**src/hdl/straight_leg_supervisor_unit_assert.svh**
```systemverilog
// Assertion macros for the straight leg supervisor.
// Used by straight_leg_supervisor_unit; expects clk and arst_n in scope.
`ifndef STRAIGHT_LEG_SUPERVISOR_UNIT_ASSERT_SVH
`define STRAIGHT_LEG_SUPERVISOR_UNIT_ASSERT_SVH

// Same-cycle implication, checked outside of reset.
`define SLSUP_ASSERT_NOW(lbl, ante, cons, msg) \
	lbl: assert property (@(posedge clk) disable iff (!arst_n) (ante) |-> (cons)) \
		else $error(msg);

// Next-cycle implication, checked outside of reset.
`define SLSUP_ASSERT_NEXT(lbl, ante, cons, msg) \
	lbl: assert property (@(posedge clk) disable iff (!arst_n) (ante) |=> (cons)) \
		else $error(msg);

`endif

```
**src/hdl/slsup_pkg.sv**
```systemverilog
// Shared types and constants of the straight leg supervisor.
// No dependencies; imported by every module of the block.
package slsup_pkg;

	// Widths of the fixed fields.
	localparam int COUNT_W      = 32;
	localparam int COUNT_FIELDS = 4;
	localparam int MAG_W        = 32;
	localparam int TRAVEL_W     = 31;
	localparam int TIME_W       = 32;
	localparam int IN_TDATA_W   = 168;
	localparam int OUT_TDATA_W  = 72;
	localparam int CFG_INDEX_W  = 3;
	localparam int CFG_DATA_W   = 24;

	// Largest travel value before saturation.
	localparam logic [TRAVEL_W-1:0] TRAVEL_MAX = '1;

	// Register indexes of the configuration port.
	localparam logic [CFG_INDEX_W-1:0] CFG_TARGET_FWD  = 3'd0;
	localparam logic [CFG_INDEX_W-1:0] CFG_TARGET_REV  = 3'd1;
	localparam logic [CFG_INDEX_W-1:0] CFG_KICK_MS     = 3'd2;
	localparam logic [CFG_INDEX_W-1:0] CFG_FS_TIME_MS  = 3'd3;
	localparam logic [CFG_INDEX_W-1:0] CFG_FS_MIN_TRAV = 3'd4;
	localparam logic [CFG_INDEX_W-1:0] CFG_SLIP_TRAVEL = 3'd5;
	localparam logic [CFG_INDEX_W-1:0] CFG_SLIP_Q8     = 3'd6;
	localparam logic [CFG_INDEX_W-1:0] CFG_HARD_MS     = 3'd7;

	// Item kinds on the input tuser.
	localparam logic MODE_START  = 1'b0;
	localparam logic MODE_SAMPLE = 1'b1;

	// Leg status codes.
	typedef enum logic [2:0] {
		ST_RUNNING    = 3'd0,
		ST_REACHED    = 3'd1,
		ST_NOT_MOVING = 3'd2,
		ST_SLIP       = 3'd3,
		ST_TIMEOUT    = 3'd4,
		ST_IDLE       = 3'd5
	} status_t;

	// Wheel magnitude as carried between lanes and the merge stage.
	typedef logic [MAG_W-1:0] mag_t;

endpackage

```
**src/hdl/slsup_lane.sv**
```systemverilog
// One wheel lane: holds the wheel's start count and forms the travel magnitude.
// Depends on slsup_pkg.
module slsup_lane (
	input  logic                                 clk,
	input  logic                                 arst_n,
	input  logic                                 en,
	input  logic                                 is_start,
	input  logic signed [slsup_pkg::COUNT_W-1:0] count,
	output slsup_pkg::mag_t                      mag_s2
);
	import slsup_pkg::*;

	logic signed [COUNT_W-1:0] start_q;
	logic signed [COUNT_W:0]   diff;
	logic        [COUNT_W:0]   neg;

	// Exact difference against the latched start count, then its magnitude.
	always_comb begin
		diff = {count[COUNT_W-1], count} - {start_q[COUNT_W-1], start_q};
		neg  = -diff;
	end

	// A start word latches the count; a sample sees the count of the last start.
	always_ff @(posedge clk or negedge arst_n) begin
		if (!arst_n) begin
			start_q <= '0;
		end else if (en && is_start) begin
			start_q <= count;
		end
	end

	// The magnitude always fits in the lower bits.
	always_ff @(posedge clk) begin
		if (en) begin
			mag_s2 <= diff[COUNT_W] ? neg[MAG_W-1:0] : diff[MAG_W-1:0];
		end
	end

endmodule

```
**src/hdl/slsup_merge.sv**
```systemverilog
// Merge stage: combines the lane magnitudes into sum, minimum and maximum.
// Depends on slsup_pkg.
module slsup_merge #(
	parameter int WHEELS = 4
) (
	input  logic                                           clk,
	input  logic                                           en,
	input  slsup_pkg::mag_t                                mag [WHEELS],
	output logic [slsup_pkg::MAG_W+$clog2(WHEELS)-1:0]     sum_s3,
	output slsup_pkg::mag_t                                lo_s3,
	output slsup_pkg::mag_t                                hi_s3
);
	import slsup_pkg::*;

	localparam int SUM_W = MAG_W + $clog2(WHEELS);

	logic [SUM_W-1:0] sum;
	mag_t             lo;
	mag_t             hi;

	// Reduce across the lanes.
	always_comb begin
		sum = '0;
		lo  = mag[0];
		hi  = mag[0];
		for (int i = 0; i < WHEELS; i++) begin
			sum = sum + SUM_W'(mag[i]);
			if (mag[i] < lo) begin
				lo = mag[i];
			end
			if (mag[i] > hi) begin
				hi = mag[i];
			end
		end
	end

	always_ff @(posedge clk) begin
		if (en) begin
			sum_s3 <= sum;
			lo_s3  <= lo;
			hi_s3  <= hi;
		end
	end

endmodule

```
**src/hdl/slsup_divc.sv**
```systemverilog
// Mean travel: divides the wheel sum by the wheel count one hex digit at a
// time through a quotient table, then saturates. Depends on slsup_pkg.
module slsup_divc #(
	parameter int WHEELS = 4
) (
	input  logic                                       clk,
	input  logic                                       en,
	input  logic [slsup_pkg::MAG_W+$clog2(WHEELS)-1:0] sum,
	output logic [slsup_pkg::TRAVEL_W-1:0]             travel_s4
);
	import slsup_pkg::*;

	localparam int SUM_W = MAG_W + $clog2(WHEELS);
	localparam int NDIG  = (SUM_W + 3) / 4;
	localparam int PAD_W = NDIG * 4;

	// Entry for {remainder, digit}: {digit quotient, new remainder}.
	typedef logic [6:0] div_tab_t [128];

	function automatic div_tab_t build_div_tab();
		div_tab_t t;
		for (int i = 0; i < 128; i++) begin
			t[i] = {4'(i / WHEELS), 3'(i % WHEELS)};
		end
		return t;
	endfunction

	localparam div_tab_t DIV_TAB = build_div_tab();

	logic [PAD_W-1:0] padded;
	logic [PAD_W-1:0] quot;
	logic [2:0]       rem;
	logic [6:0]       ent;

	// Long division, most significant digit first.
	always_comb begin
		padded = PAD_W'(sum);
		quot   = '0;
		rem    = '0;
		ent    = '0;
		for (int d = NDIG - 1; d >= 0; d--) begin
			ent            = DIV_TAB[{rem, padded[d*4 +: 4]}];
			quot[d*4 +: 4] = ent[6:3];
			rem            = ent[2:0];
		end
	end

	always_ff @(posedge clk) begin
		if (en) begin
			travel_s4 <= (quot > PAD_W'(TRAVEL_MAX)) ? TRAVEL_MAX : quot[TRAVEL_W-1:0];
		end
	end

endmodule

```
**src/hdl/straight_leg_supervisor_unit.sv**
```systemverilog
// Top level of the straight leg supervisor: input stage, wheel lanes, merge,
// divider, slip test and leg decision. Depends on slsup_pkg, slsup_lane,
// slsup_merge, slsup_divc and straight_leg_supervisor_unit_assert.svh.
//
//  Channel  Direction  Handshake          Payload
//  s_*      in         s_tvalid/s_tready  s_tuser mode, s_tdata forward..now_ms
//  m_*      out        m_tvalid/m_tready  m_tdata status..leg_forward
//  cfg_*    in         cfg_we             cfg_index, cfg_wdata
//
// One word is accepted per cycle while the input stage can move on; a result
// passes through the five register stages (input, lanes, merge, divider
// and slip multiply, leg decision with output register) before it leaves.
// The asynchronous reset clears the pipeline valid bits, the leg state and
// the registers to their defaults. A stalled output holds its word; stages
// behind it keep filling until every stage is occupied.
module straight_leg_supervisor_unit #(
	parameter int WHEELS = 4
) (
	input  logic                                   clk,
	input  logic                                   arst_n,
	// Input stream.
	input  logic                                   s_tvalid,
	output logic                                   s_tready,
	// forward[0], count_one[32:1], count_two[64:33], count_three[96:65],
	// count_four[128:97], now_ms[160:129], zero fill above.
	input  logic [slsup_pkg::IN_TDATA_W-1:0]       s_tdata,
	// mode[0].
	input  logic                                   s_tuser,
	// Result stream.
	output logic                                   m_tvalid,
	input  logic                                   m_tready,
	// status[2:0], kick_phase[3], travel_counts[34:4], elapsed_ms[66:35],
	// leg_forward[67], zero fill above.
	output logic [slsup_pkg::OUT_TDATA_W-1:0]      m_tdata,
	// Configuration write port.
	input  logic                                   cfg_we,
	input  logic [slsup_pkg::CFG_INDEX_W-1:0]      cfg_index,
	input  logic [slsup_pkg::CFG_DATA_W-1:0]       cfg_wdata
);
	import slsup_pkg::*;

	localparam int SUM_W = MAG_W + $clog2(WHEELS);

	// Configuration registers.
	logic [23:0] target_fwd_q;
	logic [23:0] target_rev_q;
	logic [11:0] kick_ms_q;
	logic [15:0] fs_time_q;
	logic [15:0] fs_min_q;
	logic [23:0] slip_travel_q;
	logic [9:0]  slip_q8_q;
	logic [19:0] hard_ms_q;

	// Leg state.
	logic [TIME_W-1:0] start_time_q;
	logic              dir_q;
	logic              leg_active_q;
	status_t           held_status_q;

	// Pipeline stages.
	logic                      valid_s1, valid_s2, valid_s3, valid_s4;
	logic                      mode_s1, mode_s2, mode_s3, mode_s4;
	logic                      fwd_s1, dir_s2, dir_s3, dir_s4;
	logic signed [COUNT_W-1:0] count_s1 [COUNT_FIELDS];
	logic [TIME_W-1:0]         now_s1, el_s2, el_s3, el_s4;
	mag_t                      mag_s2 [WHEELS];
	logic [SUM_W-1:0]          sum_s3;
	mag_t                      lo_s3, hi_s3;
	logic [TRAVEL_W-1:0]       travel_s4;
	logic                      slip_s4;

	// Output register.
	logic                      m_valid_q;
	status_t                   status_q;
	logic                      kick_q;
	logic [TRAVEL_W-1:0]       travel_q;
	logic [TIME_W-1:0]         el_q;
	logic                      dir_out_q;

	// Flow control.
	logic out_free, free4, free3, free2, free1;
	logic take1, take2, take3, take4;

	assign out_free = !m_valid_q || m_tready;
	assign free4    = !valid_s4 || out_free;
	assign free3    = !valid_s3 || free4;
	assign free2    = !valid_s2 || free3;
	assign free1    = !valid_s1 || free2;
	assign s_tready = free1;
	assign take1    = s_tvalid && free1;
	assign take2    = valid_s1 && free2;
	assign take3    = valid_s2 && free3;
	assign take4    = valid_s3 && free4;

	// Configuration writes.
	always_ff @(posedge clk or negedge arst_n) begin
		if (!arst_n) begin
			target_fwd_q  <= 24'd10570;
			target_rev_q  <= 24'd10392;
			kick_ms_q     <= 12'd220;
			fs_time_q     <= 16'd5000;
			fs_min_q      <= 16'd200;
			slip_travel_q <= 24'd7000;
			slip_q8_q     <= 10'd141;
			hard_ms_q     <= 20'd30000;
		end else if (cfg_we) begin
			unique case (cfg_index)
				CFG_TARGET_FWD:  target_fwd_q  <= cfg_wdata;
				CFG_TARGET_REV:  target_rev_q  <= cfg_wdata;
				CFG_KICK_MS:     kick_ms_q     <= cfg_wdata[11:0];
				CFG_FS_TIME_MS:  fs_time_q     <= cfg_wdata[15:0];
				CFG_FS_MIN_TRAV: fs_min_q      <= cfg_wdata[15:0];
				CFG_SLIP_TRAVEL: slip_travel_q <= cfg_wdata;
				CFG_SLIP_Q8:     slip_q8_q     <= cfg_wdata[9:0];
				CFG_HARD_MS:     hard_ms_q     <= cfg_wdata[19:0];
				default: ;
			endcase
		end
	end

	// Valid bits of the stages.
	always_ff @(posedge clk or negedge arst_n) begin
		if (!arst_n) begin
			valid_s1 <= 1'b0;
			valid_s2 <= 1'b0;
			valid_s3 <= 1'b0;
			valid_s4 <= 1'b0;
		end else begin
			if (free1) valid_s1 <= s_tvalid;
			if (free2) valid_s2 <= valid_s1;
			if (free3) valid_s3 <= valid_s2;
			if (free4) valid_s4 <= valid_s3;
		end
	end

	// Input stage: unpack the word.
	always_ff @(posedge clk) begin
		if (take1) begin
			mode_s1 <= s_tuser;
			fwd_s1  <= s_tdata[0];
			now_s1  <= s_tdata[129 +: TIME_W];
			for (int i = 0; i < COUNT_FIELDS; i++) begin
				count_s1[i] <= s_tdata[1 + COUNT_W*i +: COUNT_W];
			end
		end
	end

	// Wheel lanes; wheels beyond the input fields read a count of zero.
	for (genvar g = 0; g < WHEELS; g++) begin : g_lane
		logic signed [COUNT_W-1:0] lane_count;
		if (g < COUNT_FIELDS) begin : g_field
			assign lane_count = count_s1[g];
		end else begin : g_zero
			assign lane_count = '0;
		end
		slsup_lane u_lane (
			.clk      (clk),
			.arst_n   (arst_n),
			.en       (take2),
			.is_start (mode_s1 == MODE_START),
			.count    (lane_count),
			.mag_s2   (mag_s2[g])
		);
	end

	// Start time and direction latch as a start word enters the lanes.
	always_ff @(posedge clk or negedge arst_n) begin
		if (!arst_n) begin
			start_time_q <= '0;
			dir_q        <= 1'b1;
		end else if (take2 && mode_s1 == MODE_START) begin
			start_time_q <= now_s1;
			dir_q        <= fwd_s1;
		end
	end

	// Side band of the lane stage.
	always_ff @(posedge clk) begin
		if (take2) begin
			mode_s2 <= mode_s1;
			dir_s2  <= (mode_s1 == MODE_START) ? fwd_s1 : dir_q;
			el_s2   <= now_s1 - start_time_q;
		end
	end

	slsup_merge #(.WHEELS(WHEELS)) u_merge (
		.clk    (clk),
		.en     (take3),
		.mag    (mag_s2),
		.sum_s3 (sum_s3),
		.lo_s3  (lo_s3),
		.hi_s3  (hi_s3)
	);

	always_ff @(posedge clk) begin
		if (take3) begin
			mode_s3 <= mode_s2;
			dir_s3  <= dir_s2;
			el_s3   <= el_s2;
		end
	end

	slsup_divc #(.WHEELS(WHEELS)) u_divc (
		.clk       (clk),
		.en        (take4),
		.sum       (sum_s3),
		.travel_s4 (travel_s4)
	);

	// Slip test: (hi - lo) * 256 > limit * lo, a zero minimum counts as 1.0.
	logic [MAG_W-1:0]  spread;
	logic [MAG_W+9:0]  limit_prod;
	logic              slip_hit;

	always_comb begin
		spread     = hi_s3 - lo_s3;
		limit_prod = slip_q8_q * lo_s3;
		if (lo_s3 == '0) begin
			slip_hit = (slip_q8_q < 10'd256);
		end else begin
			slip_hit = ({2'b00, spread, 8'h00} > limit_prod);
		end
	end

	always_ff @(posedge clk) begin
		if (take4) begin
			mode_s4 <= mode_s3;
			dir_s4  <= dir_s3;
			el_s4   <= el_s3;
			slip_s4 <= slip_hit;
		end
	end

	// Leg decision.
	logic                do_out;
	status_t             status_d;
	logic                kick_d;
	logic [TRAVEL_W-1:0] travel_d;
	logic [TIME_W-1:0]   el_d;
	logic [23:0]         target;
	logic                leg_end;

	assign do_out = valid_s4 && out_free;
	assign target = dir_s4 ? target_fwd_q : target_rev_q;

	always_comb begin
		status_d = held_status_q;
		kick_d   = 1'b0;
		travel_d = travel_s4;
		el_d     = el_s4;
		leg_end  = 1'b0;
		if (mode_s4 == MODE_START) begin
			status_d = ST_RUNNING;
			kick_d   = (kick_ms_q != '0);
			travel_d = '0;
			el_d     = '0;
		end else if (leg_active_q) begin
			if (el_s4 < TIME_W'(kick_ms_q)) begin
				status_d = ST_RUNNING;
				kick_d   = 1'b1;
			end else begin
				priority if (travel_s4 >= TRAVEL_W'(target)) begin
					status_d = ST_REACHED;
				end else if (el_s4 > TIME_W'(fs_time_q) && travel_s4 < TRAVEL_W'(fs_min_q)) begin
					status_d = ST_NOT_MOVING;
				end else if (travel_s4 > TRAVEL_W'(slip_travel_q) && slip_s4) begin
					status_d = ST_SLIP;
				end else if (el_s4 > TIME_W'(hard_ms_q)) begin
					status_d = ST_TIMEOUT;
				end else begin
					status_d = ST_RUNNING;
				end
				leg_end = (status_d != ST_RUNNING);
			end
		end
	end

	// Leg state follows each word as it leaves the decision stage.
	always_ff @(posedge clk or negedge arst_n) begin
		if (!arst_n) begin
			leg_active_q  <= 1'b0;
			held_status_q <= ST_IDLE;
		end else if (do_out) begin
			if (mode_s4 == MODE_START) begin
				leg_active_q  <= 1'b1;
				held_status_q <= ST_RUNNING;
			end else if (leg_end) begin
				leg_active_q  <= 1'b0;
				held_status_q <= status_d;
			end
		end
	end

	// Output register.
	always_ff @(posedge clk or negedge arst_n) begin
		if (!arst_n) begin
			m_valid_q <= 1'b0;
		end else if (out_free) begin
			m_valid_q <= valid_s4;
		end
	end

	always_ff @(posedge clk) begin
		if (do_out) begin
			status_q  <= status_d;
			kick_q    <= kick_d;
			travel_q  <= travel_d;
			el_q      <= el_d;
			dir_out_q <= dir_s4;
		end
	end

	assign m_tvalid = m_valid_q;
	assign m_tdata  = {4'h0, dir_out_q, el_q, travel_q, kick_q, status_q};

	// Checks on the block's own logic.
	`include "straight_leg_supervisor_unit_assert.svh"

	`SLSUP_ASSERT_NOW(a_kick_running, m_valid_q && kick_q, status_q == ST_RUNNING, "kick phase outside running status")
	`SLSUP_ASSERT_NOW(a_idle_held, !leg_active_q, held_status_q != ST_RUNNING, "ended leg holds running status")
	`SLSUP_ASSERT_NOW(a_full_stall, !s_tready, valid_s1 && valid_s2 && valid_s3 && valid_s4 && m_valid_q && !m_tready, "input stalled with a free stage")
	`SLSUP_ASSERT_NEXT(a_start_opens, do_out && mode_s4 == MODE_START, leg_active_q, "start word did not open a leg")

endmodule

```
**config.mk**
```make
export PLATFORM = sky130hd
export DESIGN_NAME = straight_leg_supervisor_unit
export DESIGN_NICKNAME = d
export VERILOG_FILES = /design/src/hdl/slsup_pkg.sv /design/src/hdl/slsup_lane.sv /design/src/hdl/slsup_merge.sv /design/src/hdl/slsup_divc.sv /design/src/hdl/straight_leg_supervisor_unit.sv
export VERILOG_INCLUDE_DIRS = /design/src /design/src/hdl
export SDC_FILE = /design/constraint.sdc
export NUM_CORES = 2
export LEC_CHECK = 0
export BUFFER_PORTS_ARGS = -buffer_cell sky130_fd_sc_hd__buf_2
export CAP_MARGIN = 20
export CORE_ASPECT_RATIO = 1.4
export CORE_MARGIN = 1.5
export CORE_UTILIZATION = 40
export CTS_BUF_LIST = sky130_fd_sc_hd__clkbuf_2 sky130_fd_sc_hd__clkbuf_4 sky130_fd_sc_hd__clkbuf_8
export DETAILED_ROUTE_END_ITERATION = 10
export GPL_ROUTABILITY_DRIVEN = 0
export RECOVER_POWER = 25
export SLEW_MARGIN = 20
export SYNTH_ARGS = -nofsm -noshare
export SYNTH_HDL_FRONTEND = slang
export SYNTH_SLANG_ARGS = --single-unit
```
**constraint.sdc**
```tcl
create_clock -name clk -period 8 [get_ports clk]
set_clock_uncertainty 0.15 [all_clocks]
set_input_delay 1.6 -clock clk [delete_from_list [all_inputs] [get_ports clk]]
set_output_delay 1.6 -clock clk [all_outputs]
set_load 0.01 [all_outputs]
```
==> flow_summary.ini <==
[die]
coreArea_um2 = 167900
ioPinCount = 275
fp.dieH_um = 489.5
start_util_pct = 40.27
rows = 178
die_area_um2 = 171600
die_w_um = 350.5

[placement]
dp_slack_ns = -0.5567
io_buffer_count = 263
hpwlAfterDp_mm = 141.6

[logic_synthesis]
syn_area_um2 = 67630
synth_edf_count = 588
syn_area_per_cell_um2 = 10.17
syn_inst = 6652
synth_seq_cells = 904
ys_seq_area_share_pct = 37.89
synth_area_leader_cell = edfxtp_1
yosysUniqueCellTypes = 108
yosys_warnings = 0
synth_top_area_share_pct = 26.11
synth.top_cells.by_area = edfxtp_1, ha_1, dfrtp_1, fa_1, inv_1
ys.flop_type = edfxtp_1
synthArstFlopShare_pct = 34.96

[timing]
setup_slack_ns = 0.1964
hold_viol = 0
holdWs_ns = 0.2399
finalSetupViolCount = 0
slew_viol_final = 185
slew_headroom_pct = -258.4
worst_slew_pin_slew_ns = 5.376
period_minus_slack_ns = 7.804
setup_tns_ns = 0
rsz0062_at_grt = true
max_freq_mhz = 128.1
finalCritPeriodShare_pct = 97.55

[critical_path]
crit_fanout = 11
crit_type = reg -> reg
endpoint_kind = flop
cpPeakStageDelay_ns = 0.58
cp_slowest_cell = or4_4
required_ns = 8.51
start_kind = flop
crit_arrival_ns = 8.31
crit_top_cell = buf_4

[detailed_routing]
viasPerCell = 5.237
num_vias = 50520
drc = 0
dr.pass1.iters = 5
routedWlPerCell_um = 18.51
initialDrtViolationCount = 2795
wirelength_mm = 178.6
ant_nets = 0

[grt]
grt_use_total_pct = 20.72
grt_pass1_wl_mm = 278.7
grt_max_degree = 188
gr-total-overflow = 0
grt_pass1_vias = 51750
antenna_found_initial = 4

[clock_network]
cts_buffers = 144
clock-root-buffer = clkbuf_8
clock_sinks = 904
cts_max_level = 4
clk_latency_ns = 0.88
cts_buffer_depth = 3
clkTransAtPathRegs_ns = 0.07
tritoncts = built

[status]
status = finished, violations left
violations = max-capacitance violations, max-slew violations

[layout]
final_cell_mix = inv_1, ha_1, edfxtp_1
syn2layout_area_growth_pct = 16.26
nets = 8388
layout_commonest_cell = inv_1
layout-drive-gt1-share_pct = 18.54
nFillCells = 15790

[job]
max_cap_violations = 3

[hold_path]
hp-class = reg -> reg
## final timing paths
path / startpoint / cells past startpoint / slack (ns) / endpoint
setup / recovery: g_lane[1].u_lane.mag_s2[29]$_DFFE_PP_ / 31 / 0.20 / u_merge.lo_s3[31]$_DFFE_PP_
hold reg to reg: el_s3[12]$_DFFE_PP_ / 0 / 0.24 / el_s4[12]$_DFFE_PP_
setup reg to reg: g_lane[1].u_lane.mag_s2[29]$_DFFE_PP_ / 31 / 0.20 / u_merge.lo_s3[31]$_DFFE_PP_
max in group asynchronous: arst_n / 1 / 2.10 / g_lane[3].u_lane.start_q[24]$_DFFE_PN0P_
hold / removal: el_s3[12]$_DFFE_PP_ / 0 / 0.24 / el_s4[12]$_DFFE_PP_
min in group asynchronous: arst_n / 1 / 2.54 / held_status_q[1]$_DFFE_PN0P_
## metrics by stage
stage / instance area [um2] / utilization [%] / std cells
3_3_place_gp: 74410 / 44.31 / 9356
3_5_place_dp: 74410 / 44.31 / 9356
2_1_floorplan: 67640 / - / 6655
6_report: 78620 / 46.82 / 9647
5_1_grt: 78620 / 46.82 / 9646
4_1_cts: 77790 / 46.32 / 9623
## cells by family after synthesis
family                     after synthesis  share of synthesized area (%)
and+or+nand+nor                       1732                          12.96
muxes                                  356                          5.649
DFF                                    904                          37.89
adders and majority gates              912                          19.95
xor gates and xnor gates               337                          4.365
AOI/OAI and AO/OA                     1437                          13.71
buffers and inverters                  973                          5.476
other                                    1                       0.005545
## synth_stat cells (14+ instances only)
| master | count |
|---|---|
| mux2i_1 | 154 |
| nand2_1 | 560 |
| o21bai_1 | 30 |
| xnor2_1 | 233 |
| nor4_1 | 39 |
| a21oi_1 | 327 |
| dfrtp_1 | 271 |
| ha_1 | 635 |
| a211oi_1 | 38 |
| nand4_1 | 78 |
| or3_1 | 35 |
| o21ai_0 | 411 |
| nand3_1 | 88 |
| o21ai_1 | 16 |
| edfxtp_1 | 588 |
| a31oi_1 | 40 |
| and3_1 | 44 |
| fa_1 | 277 |
| inv_1 | 764 |
| and4_1 | 18 |
| xor2_1 | 104 |
| nand2b_1 | 70 |
| or4_1 | 16 |
| a2111oi_0 | 20 |
| o211ai_1 | 36 |
| a221oi_1 | 14 |
| o21a_1 | 73 |
| and2_1 | 252 |
| nor3_1 | 72 |
| or2_2 | 53 |
| a211o_1 | 14 |
| nor2_1 | 275 |
| mux2_2 | 199 |
| a21o_1 | 179 |
| o31ai_1 | 48 |
| nor2b_1 | 71 |
| clkbuf_1 | 192 |
| dfstp_2 | 45 |
## critical path, delay by kind of cell (launching register included)
family	cells	cell delay (ns)
compound gates	4	1.29
fa+ha+maj	3	0.93
simple gates	13	2.59
buf+inv	8	1.40
flops	1	0.41
mux	3	0.82
## what timing repair did
action / 4_1_cts / 5_1_grt
hold buffers: 0 / 0
setup endpoints to repair: 65 / 65
resized for setup: 31 / 136
cloned: 1 / 5
pin swaps: 7 / 104
setup buffers: 2 / 16
## flip-flops by register name, summed over array words and instances (netlist names), 31 cells and up
register and cells:
count_s1 128, el_q 32, el_s2 32, el_s3 32, el_s4 32, g_lane.u_lane.mag_s2 128
g_lane.u_lane.start_q 128, now_s1 32, start_time_q 32, travel_q 31, u_divc.travel_s4 31, u_merge.hi_s3 32
u_merge.lo_s3 32, u_merge.sum_s3 32
## per-layer routing
metal  track usage [%]  wire length (um)  vias up
met5                 0                 0        -
met1             23.57             70990    24380
met3             2.364              5968      414
li1                  -                 -    24650
met4             12.06             11030        0
met2             37.31             90590     1081
## area by class of cell
cell class | count | area, um2 | area share, %
inverters | 765 | 2872 | 3.652
clock inverters | 53 | 631.9 | 0.8037
clock buffers | 212 | 2574 | 3.274
multi-input cells | 4778 | 39130 | 49.77
diodes | 3 | 7.507 | 0.009549
well taps | 2250 | 2815 | 3.581
repair buffers | 682 | 4967 | 6.318
flip-flops and latches | 904 | 25620 | 32.59
Power is not shown: default switching activity piles up to over one toggle a cycle in this logic, so the estimate is an artifact.
